==> src/rtl/lcdnw_pkg.sv <==
// ----------------------------------------------------------------------------
// lcdnw_pkg: shared types and constants for the character LCD nibble writer
// Phase codes, request codes, delay lengths and the power-up tables.
// ----------------------------------------------------------------------------
package lcdnw_pkg;

  localparam int unsigned US_W   = 15;  // microsecond countdown width
  localparam int unsigned TPU_W  = 8;   // ticks-per-microsecond width
  localparam int unsigned STEP_W = 4;   // init step counter width

  localparam logic [TPU_W-1:0] TPU_RESET = TPU_W'(80);

  // Delay lengths in microseconds
  localparam logic [US_W-1:0] US_E_HIGH     = US_W'(2);
  localparam logic [US_W-1:0] US_E_LOW      = US_W'(50);
  localparam logic [US_W-1:0] US_CMD_SHORT  = US_W'(50);
  localparam logic [US_W-1:0] US_CMD_LONG   = US_W'(2000);
  localparam logic [US_W-1:0] US_RAW_SETTLE = US_W'(5000);
  localparam logic [US_W-1:0] US_POWER_UP   = US_W'(30000);
  localparam logic [US_W-1:0] US_INIT_TAIL  = US_W'(2000);
  localparam logic [US_W-1:0] US_NONE       = '0;

  // Commands that need the long execution wait
  localparam logic [7:0] CMD_CLEAR = 8'h01;
  localparam logic [7:0] CMD_HOME  = 8'h02;

  // Init step numbers
  localparam logic [STEP_W-1:0] STEP_NONE      = STEP_W'(0);
  localparam logic [STEP_W-1:0] STEP_POWER_UP  = STEP_W'(1);
  localparam logic [STEP_W-1:0] STEP_RAW_FIRST = STEP_W'(2);
  localparam logic [STEP_W-1:0] STEP_RAW_LAST  = STEP_W'(5);
  localparam logic [STEP_W-1:0] STEP_CMD_FIRST = STEP_W'(6);
  localparam logic [STEP_W-1:0] STEP_CMD_LAST  = STEP_W'(9);
  localparam logic [STEP_W-1:0] STEP_TAIL      = STEP_W'(10);

  typedef enum logic [1:0] {
    REQ_TICK = 2'd0,
    REQ_CMD  = 2'd1,
    REQ_DATA = 2'd2,
    REQ_INIT = 2'd3
  } req_code_t;

  typedef enum logic [6:0] {
    PH_IDLE      = 7'b0000001,
    PH_BYTE_EH   = 7'b0000010,
    PH_BYTE_EL   = 7'b0000100,
    PH_CMD_WAIT  = 7'b0001000,
    PH_INIT_WAIT = 7'b0010000,
    PH_RAW_EH    = 7'b0100000,
    PH_RAW_EL    = 7'b1000000
  } phase_t;

  // Timer control from the sequencer for one transfer
  typedef struct packed {
    logic            step;  // count one tick of the running phase
    logic            load;  // start a new phase
    logic [US_W-1:0] us;    // length of the new phase
  } tmr_ctl_t;

  // Power-up command bytes, index 0..3
  function automatic logic [7:0] init_cmd(input logic [1:0] idx);
    logic [7:0] b;
    case (idx)
      2'd0:    b = 8'h28;
      2'd1:    b = 8'h0C;
      2'd2:    b = 8'h06;
      default: b = 8'h01;
    endcase
    return b;
  endfunction

  // Power-up bare nibbles, index 0..3
  function automatic logic [3:0] init_nib(input logic [1:0] idx);
    logic [3:0] n;
    case (idx)
      2'd3:    n = 4'h2;
      default: n = 4'h3;
    endcase
    return n;
  endfunction

endpackage

==> src/rtl/lcdnw_ifs.sv <==
// ----------------------------------------------------------------------------
// lcdnw_ifs: valid/ready channels of the character LCD nibble writer
// Request channel, result channel and the rate register write channel.
// ----------------------------------------------------------------------------
interface lcdnw_req_if;
  logic       valid;
  logic       ready;
  logic [1:0] req_type;
  logic [7:0] byte_value;

  modport source (output valid, req_type, byte_value, input ready);
  modport sink   (input valid, req_type, byte_value, output ready);
endinterface

interface lcdnw_res_if;
  logic       valid;
  logic       ready;
  logic       reg_select_pin;
  logic       enable_pin;
  logic [3:0] data_nibble;
  logic       busy_res;
  logic       rejected;

  modport source (output valid, reg_select_pin, enable_pin, data_nibble, busy_res,
                  rejected, input ready);
  modport sink   (input valid, reg_select_pin, enable_pin, data_nibble, busy_res,
                  rejected, output ready);
endinterface

interface lcdnw_cfg_if;
  logic       valid;
  logic       ready;
  logic [7:0] ticks_per_microsecond;

  modport source (output valid, ticks_per_microsecond, input ready);
  modport sink   (input valid, ticks_per_microsecond, output ready);
endinterface

==> src/rtl/lcdnw_us_timer.sv <==
// ----------------------------------------------------------------------------
// lcdnw_us_timer: microsecond phase timer
// Prescales ticks into microseconds and counts a phase length down to zero.
// ----------------------------------------------------------------------------
module lcdnw_us_timer
  import lcdnw_pkg::*;
(
  input  logic             clk,
  input  logic             rst,
  input  tmr_ctl_t         ctl,
  input  logic [TPU_W-1:0] tpu,
  output logic             expired
);

  logic [TPU_W-1:0] prescaler;
  logic [US_W-1:0]  countdown;
  logic [TPU_W-1:0] prescaler_inc;
  logic [TPU_W-1:0] tpu_eff;
  logic             us_tick;
  logic [TPU_W-1:0] prescaler_stepped;
  logic [US_W-1:0]  countdown_stepped;

  // A rate of zero acts as one
  assign tpu_eff       = (tpu == '0) ? TPU_W'(1) : tpu;
  assign prescaler_inc = prescaler + TPU_W'(1);
  assign us_tick       = (prescaler_inc >= tpu_eff);

  assign prescaler_stepped = us_tick ? '0 : prescaler_inc;
  assign countdown_stepped = (us_tick && countdown != '0) ? countdown - US_W'(1)
                                                          : countdown;
  assign expired = (countdown_stepped == '0);

  always_ff @(posedge clk) begin
    if (rst) begin
      prescaler <= '0;
      countdown <= '0;
    end else if (ctl.load) begin
      prescaler <= '0;
      countdown <= ctl.us;
    end else if (ctl.step) begin
      prescaler <= prescaler_stepped;
      countdown <= countdown_stepped;
    end
  end

endmodule

==> src/rtl/char_lcd_nibble_write_sequencer.sv <==
// ----------------------------------------------------------------------------
// char_lcd_nibble_write_sequencer: 4-bit character LCD write sequencer
// Turns command, data and power-up requests into RS, E and D7..D4 levels.
// ----------------------------------------------------------------------------
// Each request transfer is one clock tick of pin timing and yields exactly one
// result transfer with the pin levels after that tick, plus busy and a reject
// flag. The block takes one request per cycle; a result shows in the cycle after
// its request and sits in an output register, so a new request is taken while
// the previous result still waits as long as the result side takes it in the
// same cycle. The next-state logic is one short combinational pass from the
// phase registers and the microsecond timer into the state and result
// registers. A command or data request (taken only when idle) sends the high
// then the low nibble, E high 2 us then low 50 us per nibble; commands then
// wait 2000 us for clear and home, 50 us otherwise. Init waits 30 ms, sends
// bare nibbles 3,3,3,2 with 5 ms after each, the commands 0x28, 0x0C, 0x06,
// 0x01, and waits 2 ms more. A request that arrives while busy is dropped and
// flagged as rejected. One microsecond is ticks_per_microsecond request
// transfers (zero acts as one); write that register only while no request
// transfer is due; a new rate applies from the next tick on, also in the
// middle of a sequence.
// ----------------------------------------------------------------------------
module char_lcd_nibble_write_sequencer
  import lcdnw_pkg::*;
(
  input  logic        clk,
  input  logic        rst,
  lcdnw_cfg_if.sink   cfg,
  lcdnw_req_if.sink   req,
  lcdnw_res_if.source res
);

  // Rate register
  logic [TPU_W-1:0] tpu;

  // Sequencer state
  phase_t            phase, phase_next;
  logic [STEP_W-1:0] init_step, init_step_next;
  logic [7:0]        held_byte, held_byte_next;
  logic              is_command, is_command_next;
  logic              low_half_next, low_half_next_next;
  logic              rs_level, rs_level_next;
  logic              e_level, e_level_next;
  logic [3:0]        nibble_level, nibble_level_next;

  // Result register
  logic       out_valid;
  logic       out_rs;
  logic       out_e;
  logic [3:0] out_nibble;
  logic       out_busy;
  logic       out_rej;

  tmr_ctl_t tmr_ctl;
  logic     expired;
  logic     in_fire;
  logic     rej;

  // Scratch for the shared sub-sequences
  logic              do_init;
  logic [STEP_W-1:0] init_s;
  logic              do_byte;
  logic [7:0]        byte_b;
  logic              byte_cmd;
  logic [STEP_W-1:0] step_off;

  // Accept a request whenever the result slot is free or being drained
  assign req.ready = !out_valid || res.ready;
  assign in_fire   = req.valid && req.ready;
  assign cfg.ready = 1'b1;

  always_ff @(posedge clk) begin
    if (rst) begin
      tpu <= TPU_RESET;
    end else if (cfg.valid) begin
      tpu <= cfg.ticks_per_microsecond;
    end
  end

  lcdnw_us_timer u_timer (
    .clk     (clk),
    .rst     (rst),
    .ctl     (tmr_ctl),
    .tpu     (tpu),
    .expired (expired)
  );

  // One tick of the sequencer: idle requests start work, otherwise advance the
  // timer and move to the next phase when it runs out.
  always_comb begin
    phase_next         = phase;
    init_step_next     = init_step;
    held_byte_next     = held_byte;
    is_command_next    = is_command;
    low_half_next_next = low_half_next;
    rs_level_next      = rs_level;
    e_level_next       = e_level;
    nibble_level_next  = nibble_level;
    tmr_ctl            = '{step: 1'b0, load: 1'b0, us: US_NONE};
    rej                = 1'b0;
    do_init            = 1'b0;
    init_s             = STEP_NONE;
    do_byte            = 1'b0;
    byte_b             = req.byte_value;
    byte_cmd           = 1'b0;
    step_off           = '0;

    if (phase == PH_IDLE) begin
      case (req.req_type)
        REQ_CMD: begin
          init_step_next = STEP_NONE;
          do_byte        = 1'b1;
          byte_cmd       = 1'b1;
        end
        REQ_DATA: begin
          init_step_next = STEP_NONE;
          do_byte        = 1'b1;
        end
        REQ_INIT: begin
          rs_level_next = 1'b0;
          e_level_next  = 1'b0;
          do_init       = 1'b1;
          init_s        = STEP_POWER_UP;
        end
        default: begin
        end
      endcase
    end else begin
      rej          = (req.req_type != REQ_TICK);
      tmr_ctl.step = 1'b1;
      if (expired) begin
        tmr_ctl.load = 1'b1;
        case (phase)
          PH_BYTE_EH: begin
            e_level_next = 1'b0;
            phase_next   = PH_BYTE_EL;
            tmr_ctl.us   = US_E_LOW;
          end
          PH_BYTE_EL: begin
            if (low_half_next) begin
              low_half_next_next = 1'b0;
              nibble_level_next  = held_byte[3:0];
              e_level_next       = 1'b1;
              phase_next         = PH_BYTE_EH;
              tmr_ctl.us         = US_E_HIGH;
            end else if (is_command) begin
              phase_next = PH_CMD_WAIT;
              tmr_ctl.us = (held_byte == CMD_CLEAR || held_byte == CMD_HOME)
                           ? US_CMD_LONG : US_CMD_SHORT;
            end else if (init_step != STEP_NONE) begin
              do_init = 1'b1;
              init_s  = init_step + STEP_W'(1);
            end else begin
              phase_next = PH_IDLE;
            end
          end
          PH_CMD_WAIT: begin
            if (init_step != STEP_NONE) begin
              do_init = 1'b1;
              init_s  = init_step + STEP_W'(1);
            end else begin
              phase_next = PH_IDLE;
            end
          end
          PH_RAW_EH: begin
            e_level_next = 1'b0;
            phase_next   = PH_RAW_EL;
            tmr_ctl.us   = US_E_LOW;
          end
          PH_RAW_EL: begin
            phase_next = PH_INIT_WAIT;
            tmr_ctl.us = US_RAW_SETTLE;
          end
          PH_INIT_WAIT: begin
            do_init = 1'b1;
            init_s  = init_step + STEP_W'(1);
          end
          default: begin
            init_step_next = STEP_NONE;
            e_level_next   = 1'b0;
            phase_next     = PH_IDLE;
          end
        endcase
      end
    end

    // Start one step of the power-up sequence
    if (do_init) begin
      init_step_next = init_s;
      tmr_ctl.load   = 1'b1;
      if (init_s == STEP_POWER_UP) begin
        phase_next = PH_INIT_WAIT;
        tmr_ctl.us = US_POWER_UP;
      end else if (init_s >= STEP_RAW_FIRST && init_s <= STEP_RAW_LAST) begin
        step_off          = init_s - STEP_RAW_FIRST;
        nibble_level_next = init_nib(step_off[1:0]);
        e_level_next      = 1'b1;
        phase_next        = PH_RAW_EH;
        tmr_ctl.us        = US_E_HIGH;
      end else if (init_s >= STEP_CMD_FIRST && init_s <= STEP_CMD_LAST) begin
        step_off = init_s - STEP_CMD_FIRST;
        do_byte  = 1'b1;
        byte_b   = init_cmd(step_off[1:0]);
        byte_cmd = 1'b1;
      end else if (init_s == STEP_TAIL) begin
        phase_next = PH_INIT_WAIT;
        tmr_ctl.us = US_INIT_TAIL;
      end else begin
        init_step_next = STEP_NONE;
        e_level_next   = 1'b0;
        phase_next     = PH_IDLE;
        tmr_ctl.us     = US_NONE;
      end
    end

    // Start a byte: high nibble first, E high
    if (do_byte) begin
      held_byte_next     = byte_b;
      is_command_next    = byte_cmd;
      rs_level_next      = !byte_cmd;
      nibble_level_next  = byte_b[7:4];
      e_level_next       = 1'b1;
      low_half_next_next = 1'b1;
      phase_next         = PH_BYTE_EH;
      tmr_ctl.load       = 1'b1;
      tmr_ctl.us         = US_E_HIGH;
    end

    // Nothing moves without a request transfer
    if (!in_fire) begin
      tmr_ctl.step = 1'b0;
      tmr_ctl.load = 1'b0;
    end
  end

  always_ff @(posedge clk) begin
    if (rst) begin
      phase         <= PH_IDLE;
      init_step     <= STEP_NONE;
      held_byte     <= '0;
      is_command    <= 1'b0;
      low_half_next <= 1'b0;
      rs_level      <= 1'b0;
      e_level       <= 1'b0;
      nibble_level  <= '0;
    end else if (in_fire) begin
      phase         <= phase_next;
      init_step     <= init_step_next;
      held_byte     <= held_byte_next;
      is_command    <= is_command_next;
      low_half_next <= low_half_next_next;
      rs_level      <= rs_level_next;
      e_level       <= e_level_next;
      nibble_level  <= nibble_level_next;
    end
  end

  // Result slot: load on every request transfer, drop once taken
  always_ff @(posedge clk) begin
    if (rst) begin
      out_valid <= 1'b0;
    end else if (in_fire) begin
      out_valid <= 1'b1;
    end else if (res.ready) begin
      out_valid <= 1'b0;
    end
  end

  always_ff @(posedge clk) begin
    if (in_fire) begin
      out_rs     <= rs_level_next;
      out_e      <= e_level_next;
      out_nibble <= nibble_level_next;
      out_busy   <= (phase_next != PH_IDLE);
      out_rej    <= rej;
    end
  end

  assign res.valid          = out_valid;
  assign res.reg_select_pin = out_rs;
  assign res.enable_pin     = out_e;
  assign res.data_nibble    = out_nibble;
  assign res.busy_res       = out_busy;
  assign res.rejected       = out_rej;

`ifndef SYNTHESIS
  a_req_starts_work: assert property (@(posedge clk) disable iff (rst)
    in_fire && phase == PH_IDLE && req.req_type != REQ_TICK |=> phase != PH_IDLE)
    else $error("request taken in idle did not start a sequence");

  a_e_only_in_strobe: assert property (@(posedge clk) disable iff (rst)
    e_level |-> (phase == PH_BYTE_EH || phase == PH_RAW_EH))
    else $error("E high outside a strobe phase");

  a_idle_no_init: assert property (@(posedge clk) disable iff (rst)
    phase == PH_IDLE |-> init_step == STEP_NONE)
    else $error("idle with an init step pending");

  a_busy_rejects: assert property (@(posedge clk) disable iff (rst)
    in_fire && phase != PH_IDLE && req.req_type != REQ_TICK |=> out_rej)
    else $error("request while busy not flagged as rejected");
`endif

endmodule
==> src/flat_wrapper.sv <==
// flat-port wrapper written by rule: the top's interface ports become plain ports
module char_lcd_nibble_write_sequencer_flat import lcdnw_pkg::*;
  (clk, rst, cfg_valid, cfg_ticks_per_microsecond, cfg_ready, req_valid, req_req_type, req_byte_value, req_ready, res_valid, res_reg_select_pin, res_enable_pin, res_data_nibble, res_busy_res, res_rejected, res_ready);
  lcdnw_cfg_if cfg_i ();
  lcdnw_req_if req_i ();
  lcdnw_res_if res_i ();
  input  logic clk;
  input  logic rst;
  input wire logic [$bits(cfg_i.valid)-1:0] cfg_valid;
  input wire logic [$bits(cfg_i.ticks_per_microsecond)-1:0] cfg_ticks_per_microsecond;
  output wire logic [$bits(cfg_i.ready)-1:0] cfg_ready;
  input wire logic [$bits(req_i.valid)-1:0] req_valid;
  input wire logic [$bits(req_i.req_type)-1:0] req_req_type;
  input wire logic [$bits(req_i.byte_value)-1:0] req_byte_value;
  output wire logic [$bits(req_i.ready)-1:0] req_ready;
  output wire logic [$bits(res_i.valid)-1:0] res_valid;
  output wire logic [$bits(res_i.reg_select_pin)-1:0] res_reg_select_pin;
  output wire logic [$bits(res_i.enable_pin)-1:0] res_enable_pin;
  output wire logic [$bits(res_i.data_nibble)-1:0] res_data_nibble;
  output wire logic [$bits(res_i.busy_res)-1:0] res_busy_res;
  output wire logic [$bits(res_i.rejected)-1:0] res_rejected;
  input wire logic [$bits(res_i.ready)-1:0] res_ready;
  assign cfg_i.valid = cfg_valid;
  assign cfg_i.ticks_per_microsecond = cfg_ticks_per_microsecond;
  assign cfg_ready = cfg_i.ready;
  assign req_i.valid = req_valid;
  assign req_i.req_type = req_req_type;
  assign req_i.byte_value = req_byte_value;
  assign req_ready = req_i.ready;
  assign res_valid = res_i.valid;
  assign res_reg_select_pin = res_i.reg_select_pin;
  assign res_enable_pin = res_i.enable_pin;
  assign res_data_nibble = res_i.data_nibble;
  assign res_busy_res = res_i.busy_res;
  assign res_rejected = res_i.rejected;
  assign res_i.ready = res_ready;
  char_lcd_nibble_write_sequencer u_core (.clk(clk), .rst(rst), .cfg(cfg_i), .req(req_i), .res(res_i));
endmodule
==> config.mk <==
export PLATFORM = sky130hd
export DESIGN_NAME = char_lcd_nibble_write_sequencer_flat
export DESIGN_NICKNAME = d
export VERILOG_FILES = /design/src/rtl/lcdnw_pkg.sv /design/src/rtl/lcdnw_ifs.sv /design/src/rtl/lcdnw_us_timer.sv /design/src/rtl/char_lcd_nibble_write_sequencer.sv /design/src/flat_wrapper.sv
export SDC_FILE = /design/constraint.sdc
export NUM_CORES = 1
export LEC_CHECK = 0
export BUFFER_PORTS_ARGS = -buffer_cell sky130_fd_sc_hd__clkbuf_2
export CORE_MARGIN = 2
export CORE_UTILIZATION = 30
export CTS_CLUSTER_DIAMETER = 120
export DETAILED_ROUTE_END_ITERATION = 6
export GPL_ROUTABILITY_DRIVEN = 0
export SLEW_MARGIN = 20
export SYNTH_ARGS = -nofsm -noshare
export SYNTH_HDL_FRONTEND = slang
export SYNTH_HIERARCHICAL = 1
export SYNTH_SLANG_ARGS = --single-unit
==> constraint.sdc <==
create_clock -name clk -period 5.8 [get_ports clk]
set_input_delay 0.58 -clock clk [delete_from_list [all_inputs] [get_ports clk]]
set_output_delay 0.58 -clock clk [all_outputs]
set_load 0.02 [all_outputs]
==> reports/qor.yml, run 1 <==
status: "finished, final reports clean"
grt.overflow.total: 0
first_global_vias: 4090
critPathLaunch: "u_core/u_timer/prescaler[2]$_SDFFE_PP0P_"
clock_latency_ns: 0.33
hold_path_class: "input port to flip-flop"
cts_buffers: 9
cts.clk_slew.worst_paths_ns: 0.06
multiInputGateArea_um2: 2910
layout_common_cells: "nor2_1 (68), dfxtp_1 (59), nand2_1 (46)"
yosys_warnings: 6
yosys.cell_types.count: 79
fillers: 1563
synthArstFlopShare_pct: 0
ys_ff_latch: 67
grt_pass1_wl_um: 20100
whs_ns: 0.458
drc: 0
p_leak_nw: 2.02
grt_antenna_before_repair: 0
critPathKind: "flip-flop to flip-flop"
crit_required_ns: 6.05
cts_sinks: 67
n_antenna_cell: 0
relSlewSlack_pct: 48.2
grt_max_degree: 54
drive_above_1_share_pct: 15.0
synthesis.area_um2: 4590
vias_per_cell: 5.52
tightest_slew_ns: 0.775
core.rowCount: 45
r2r_start: "u_core/u_timer/prescaler[2]$_SDFFE_PP0P_"
finalClockSkew_ns: 0.00706
avgRoutedWirePerCell_um: 16.0
htreeDepth: 3
firstDrtPassIters: 6
max_freq_ghz: 0.182
areaGrowthSynthToFinish_pct: 14.2
totalWireLength_um: 12500
final_core_util_pct: 34.7
fin_nets: 632
die_x_um: 128
fin_area_um2: 5240
powerDensity_nw_per_um2: 294
numPortBuffers: 32
avgSynthCellArea_um2: 8.04
cp-end-kind: "flip-flop"
final-setup-viol-count: 0
maxSlewViolCount: 0
synthFlopType: "dfxtp_1"
placed_cell_area_um2: 4900
root_buffer: "clkbuf_16"
hp-start: "cfg_ticks_per_microsecond[4]"
ant_nets: 0
setup_tns_ns: 0
vias: 4311
ys_seq_area_share_pct: 31.0
tritoncts: "yes"
ioPinCount: 34
layout_min_cycle_time_ns: 5.49
cp_max_fo: 13
ff_latch_area_um2: 1420
die_y_um: 128
synthCells: 570
worstPathArrival_ns: 5.73
max-clock-path-buffers: 2
place_ws_ns: 0.163
mostFrequentLayoutCell: "nor2_1"
layout_setup_ws_ns: 0.314
dr.first_iter.drc_count: 282
period_share_pct: 94.6
die-area_um2: 16300
grt_usage_pct: 15.1
hold_viol: 0
synth-edff-count: 8
max-cap-violations: 0
vdd_drop_max_uv: 129
dpl.hpwl_um: 8920
placeableCoreArea_um2: 15100
start_util_pct: 30.4
start_kind: "flip-flop"
## state kept, by name (all words and copies together), names as in the netlist
signal / count
u_core/res.reg_select_pin: 1
u_core/phase: 7
u_core/res.valid: 1
u_core/res.enable_pin: 1
u_core/nibble_level: 4
u_core/rs_level: 1
u_core/res.busy_res: 1
u_core/res.data_nibble: 4
u_core/low_half_next: 1
u_core/u_timer/prescaler: 8
u_core/is_command: 1
u_core/init_step: 4
u_core/res.rejected: 1
u_core/tpu: 8
u_core/e_level: 1
u_core/held_byte: 8
u_core/u_timer/countdown: 15
## cell families after synthesis
group | after synthesis | share of synthesized area (%)
AO/OA/AOI/OAI | 145 | 22.5
adder cells (fa/ha/maj) | 21 | 5.73
XOR/XNOR | 22 | 4.37
multiplexers | 16 | 3.49
other | 2 | 0.164
AND/OR/NAND/NOR | 229 | 26.4
buffers and inverters | 68 | 6.36
flip-flops | 67 | 31.0
## report_power, final
part           switching [mW]  leakage, nW  internal (mW)
clock                   0.207        0.153          0.356
sequential             0.0512        0.561          0.512
combinational           0.261         1.31          0.154
## routing by layer
metal  vias to the layer above  share of wire (%)  global-route usage (%)
li1                       2116                  -                       -
met1                      2027                 46                    19.6
met2                       143                 47                    24.7
met3                        25                5.4                    3.27
met4                         0                2.1                    5.43
met5                         -                  0                       0
## cells in the mapped netlist (all sizes together) (12+ instances only)
| cell | n | area (um2) |
|---|---|---|
| a211oi | 18 | 140 |
| a21oi | 39 | 214 |
| buf | 24 | 126 |
| clkbuf | 17 | 63.8 |
| dfxtp | 59 | 1180 |
| ha | 21 | 263 |
| inv | 26 | 97.6 |
| mux2i | 16 | 160 |
| nand2 | 46 | 173 |
| nand3 | 16 | 85.1 |
| nand4 | 12 | 90.1 |
| nor2 | 70 | 265 |
| nor3 | 22 | 110 |
| nor4 | 14 | 115 |
| o21ai | 24 | 120 |
| xor2 | 12 | 113 |
## cell type report
class / instances / area share (%)
clock inverter: 4 / 0.931
multi-input combinational: 437 / 55.6
timing repair buffer: 46 / 5.06
inverter: 27 / 1.93
sequential: 67 / 27.1
clock buffer: 12 / 4.90
tap: 188 / 4.49
## path summary, 6_finish.rpt
kind	to	slack [ns]	depth (start not counted)
worst max-delay path	u_core/u_timer/countdown[9]$_SDFFE_PP0P_	0.31	26
worst min register to register	u_core/u_timer/prescaler[7]$_SDFFE_PP0P_	0.49	2
worst min-delay path	u_core/tpu[4]$_SDFFE_PP1P_	0.46	2
worst max register to register	u_core/u_timer/countdown[9]$_SDFFE_PP0P_	0.31	26
## per-stage QoR
step / cells / power, mW
after floorplan: 572 / 0.865
after global placement: 764 / 0.961
after detailed placement: 764 / 0.969
after CTS: 780 / 1.54
after global routing: 781 / 1.61
final: 781 / 1.54
## critical path, stage by stage (launching register included)
cell and delay [ns]:
dfxtp_1 0.41, and3_1 0.27, and3_1 0.25, nand3_1 0.11, xnor2_1 0.20, ha_1 0.28
a21oi_1 0.15, o21a_1 0.16, o31ai_2 0.09, buf_4 0.21, nand3_1 0.08, o2111ai_1 0.19
nor4_2 0.30, buf_4 0.17, nand2_1 0.07, a21o_1 0.24, o21ai_1 0.18, buf_4 0.16
ha_1 0.29, nor2_2 0.12, and3_1 0.20, mux2i_1 0.21, o21ai_2 0.15, o21bai_1 0.27
a22oi_2 0.28, nor2_1 0.07, a311oi_1 0.26
## repair_timing
action                     4_1_cts  5_1_grt
hold buffers                     0        0
setup buffers                    0        1
setup endpoints to repair        0       33
resized for setup                0        6
Power figures use the tool's default switching activity.
==> inputs of run 2 (changes only) <==
--- a/config.mk
+++ b/config.mk
@@ -7,10 +7,11 @@
 export LEC_CHECK = 0
 export BUFFER_PORTS_ARGS = -buffer_cell sky130_fd_sc_hd__clkbuf_2
 export CORE_MARGIN = 2
-export CORE_UTILIZATION = 30
+export CORE_UTILIZATION = 55
 export CTS_CLUSTER_DIAMETER = 120
 export DETAILED_ROUTE_END_ITERATION = 6
 export GPL_ROUTABILITY_DRIVEN = 0
+export PLACE_DENSITY = 0.77
 export SLEW_MARGIN = 20
 export SYNTH_ARGS = -nofsm -noshare
 export SYNTH_HDL_FRONTEND = slang
==> reports/qor.yml, run 2 (same netlist as run 1, synthesis figures left out) <==
status: "finished, final reports clean"
finalClockSkew_ns: 0.0125
htreeDepth: 3
critPathKind: "flip-flop to flip-flop"
cts_hold_buf: 0
mostFrequentLayoutCell: "nor2_1"
met3_length_um: 894
layout_common_cells: "nor2_1 (68), dfxtp_1 (57), nand2_1 (46)"
largest_reg_flops: 15
vdd_drop_max_uv: 168
grt_pass1_wl_um: 19200
start_util_pct: 56.4
wl_met2_um: 5740
layout_min_cycle_time_ns: 5.49
finalPower_mw: 1.38
cp-end-kind: "flip-flop"
powerDensity_nw_per_um2: 275
relSlewSlack_pct: 29.3
vias_per_cell: 6.39
totalWireLength_um: 11900
fin_nets: 629
die-area_um2: 9080
grt_antenna_before_repair: 0
hold_viol: 0
placeableCoreArea_um2: 8130
p_leak_nw: 1.97
grt_usage_pct: 26.8
wl_met1_um: 4940
cp_max_fo: 13
firstDrtPassIters: 6
drc: 0
dr.first_iter.drc_count: 357
areaGrowthSynthToFinish_pct: 9.58
core.rowCount: 33
fin_area_um2: 5020
tightest_slew_ns: 1.06
cts_sinks: 67
drive_above_1_share_pct: 15.3
first_global_vias: 4108
cts.clk_slew.worst_paths_ns: 0.08
clock_latency_ns: 0.35
regMostFlops: "u_core/u_timer/countdown"
max_freq_ghz: 0.182
placed_cells: 678
period_share_pct: 94.6
dpl.hpwl_um: 8320
fin_cells: 695
final-setup-viol-count: 0
numPortBuffers: 32
maxSlewViolCount: 0
die_y_um: 95.3
vias: 4441
max-clock-path-buffers: 2
die_x_um: 95.3
placed_cell_area_um2: 4770
start_kind: "flip-flop"
tritoncts: "yes"
root_buffer: "clkbuf_8"
highest_layer: "met4"
grt.overflow.total: 0
ioPinCount: 34
grt_max_degree: 54
avgRoutedWirePerCell_um: 17.1
crit_required_ns: 6.05
cts_buffers: 9
worstPathArrival_ns: 5.73
ant_nets: 0
whs_ns: 0.435
hold_path_class: "input port to flip-flop"
max-cap-violations: 0
n_antenna_cell: 0
==> run 2: cell count changes in the layout (fill, tap and decap cells not counted), moves of 2 or more <==
cell and delta:
dfxtp_1 -2, buf_4 -3, dfxtp_2 +2, clkbuf_8 +8
clkbuf_16 -7
==> run 2: path summary, 6_finish.rpt <==
check	from	end	slack [ns]	depth (start not counted)
worst max-delay path	u_core/tpu[4]$_SDFFE_PP1P_	u_core/u_timer/countdown[7]$_SDFFE_PP0P_	0.31	25
worst min register to register	u_core/u_timer/prescaler[7]$_SDFFE_PP0P_	u_core/u_timer/prescaler[7]$_SDFFE_PP0P_	0.48	2
worst max register to register	u_core/tpu[4]$_SDFFE_PP1P_	u_core/u_timer/countdown[7]$_SDFFE_PP0P_	0.31	25
worst min-delay path	cfg_ticks_per_microsecond[6]	u_core/tpu[6]$_SDFFE_PP1P_	0.44	2
==> run 2: repair_timing <==
action,4_1_cts,5_1_grt
resized for setup,0,9
endpoints found under the setup margin,0,20
hold endpoints to repair,0,0
buffers inserted,0,1
==> run 2: per-layer routing <==
layer,track usage [%],vias to the layer above
met1,32.9,2072
met4,11.4,0
met3,5.53,34
met2,45.4,229
met5,0,-
li1,-,2106
==> run 2: layout make-up <==
cell class              instances  area (um2)
clock buffers                  12         188
repair buffers                 43         243
clock inverters                 4        27.5
flip-flops and latches         67        1420
multi-input cells             437        2910
well taps                     105         131
inverters                      27         101
fillers                       710        3110
==> run 2: stage by stage <==
stage               worst slack [ns]  utilization, %  setup TNS, ns
floorplan                      0.422               -              0
global placement               0.491            58.7              0
detailed placement             0.266            58.7              0
CTS                            0.209            61.3              0
global route                 -0.0329            61.8        -0.0378
finish                         0.313            61.8              0
==> run 2: critical path: stages, from the launching register on <==
cell	delay (ns)
dfxtp_1	0.32
nor4_1	0.36
a41o_1	0.23
ha_1	0.22
nand2b_1	0.15
a2111oi_2	0.52
o31ai_2	0.18
buf_4	0.21
nand3_1	0.08
o2111ai_1	0.16
nor4_2	0.29
buf_4	0.18
nand2_1	0.07
a21o_1	0.22
o21ai_0	0.22
buf_4	0.18
ha_2	0.26
nor2_4	0.07
and3_1	0.19
mux2i_1	0.17
o21ai_1	0.10
buf_4	0.20
o21bai_1	0.21
a22oi_2	0.24
nor2_1	0.07
a311oi_1	0.28
==> run 2: where the power goes <==
group,switching [mW],total [mW],internal [mW],leakage [nW]
Combinational,0.263,0.416,0.153,1.29
Sequential,0.0491,0.561,0.512,0.562
Clock,0.187,0.407,0.220,0.113
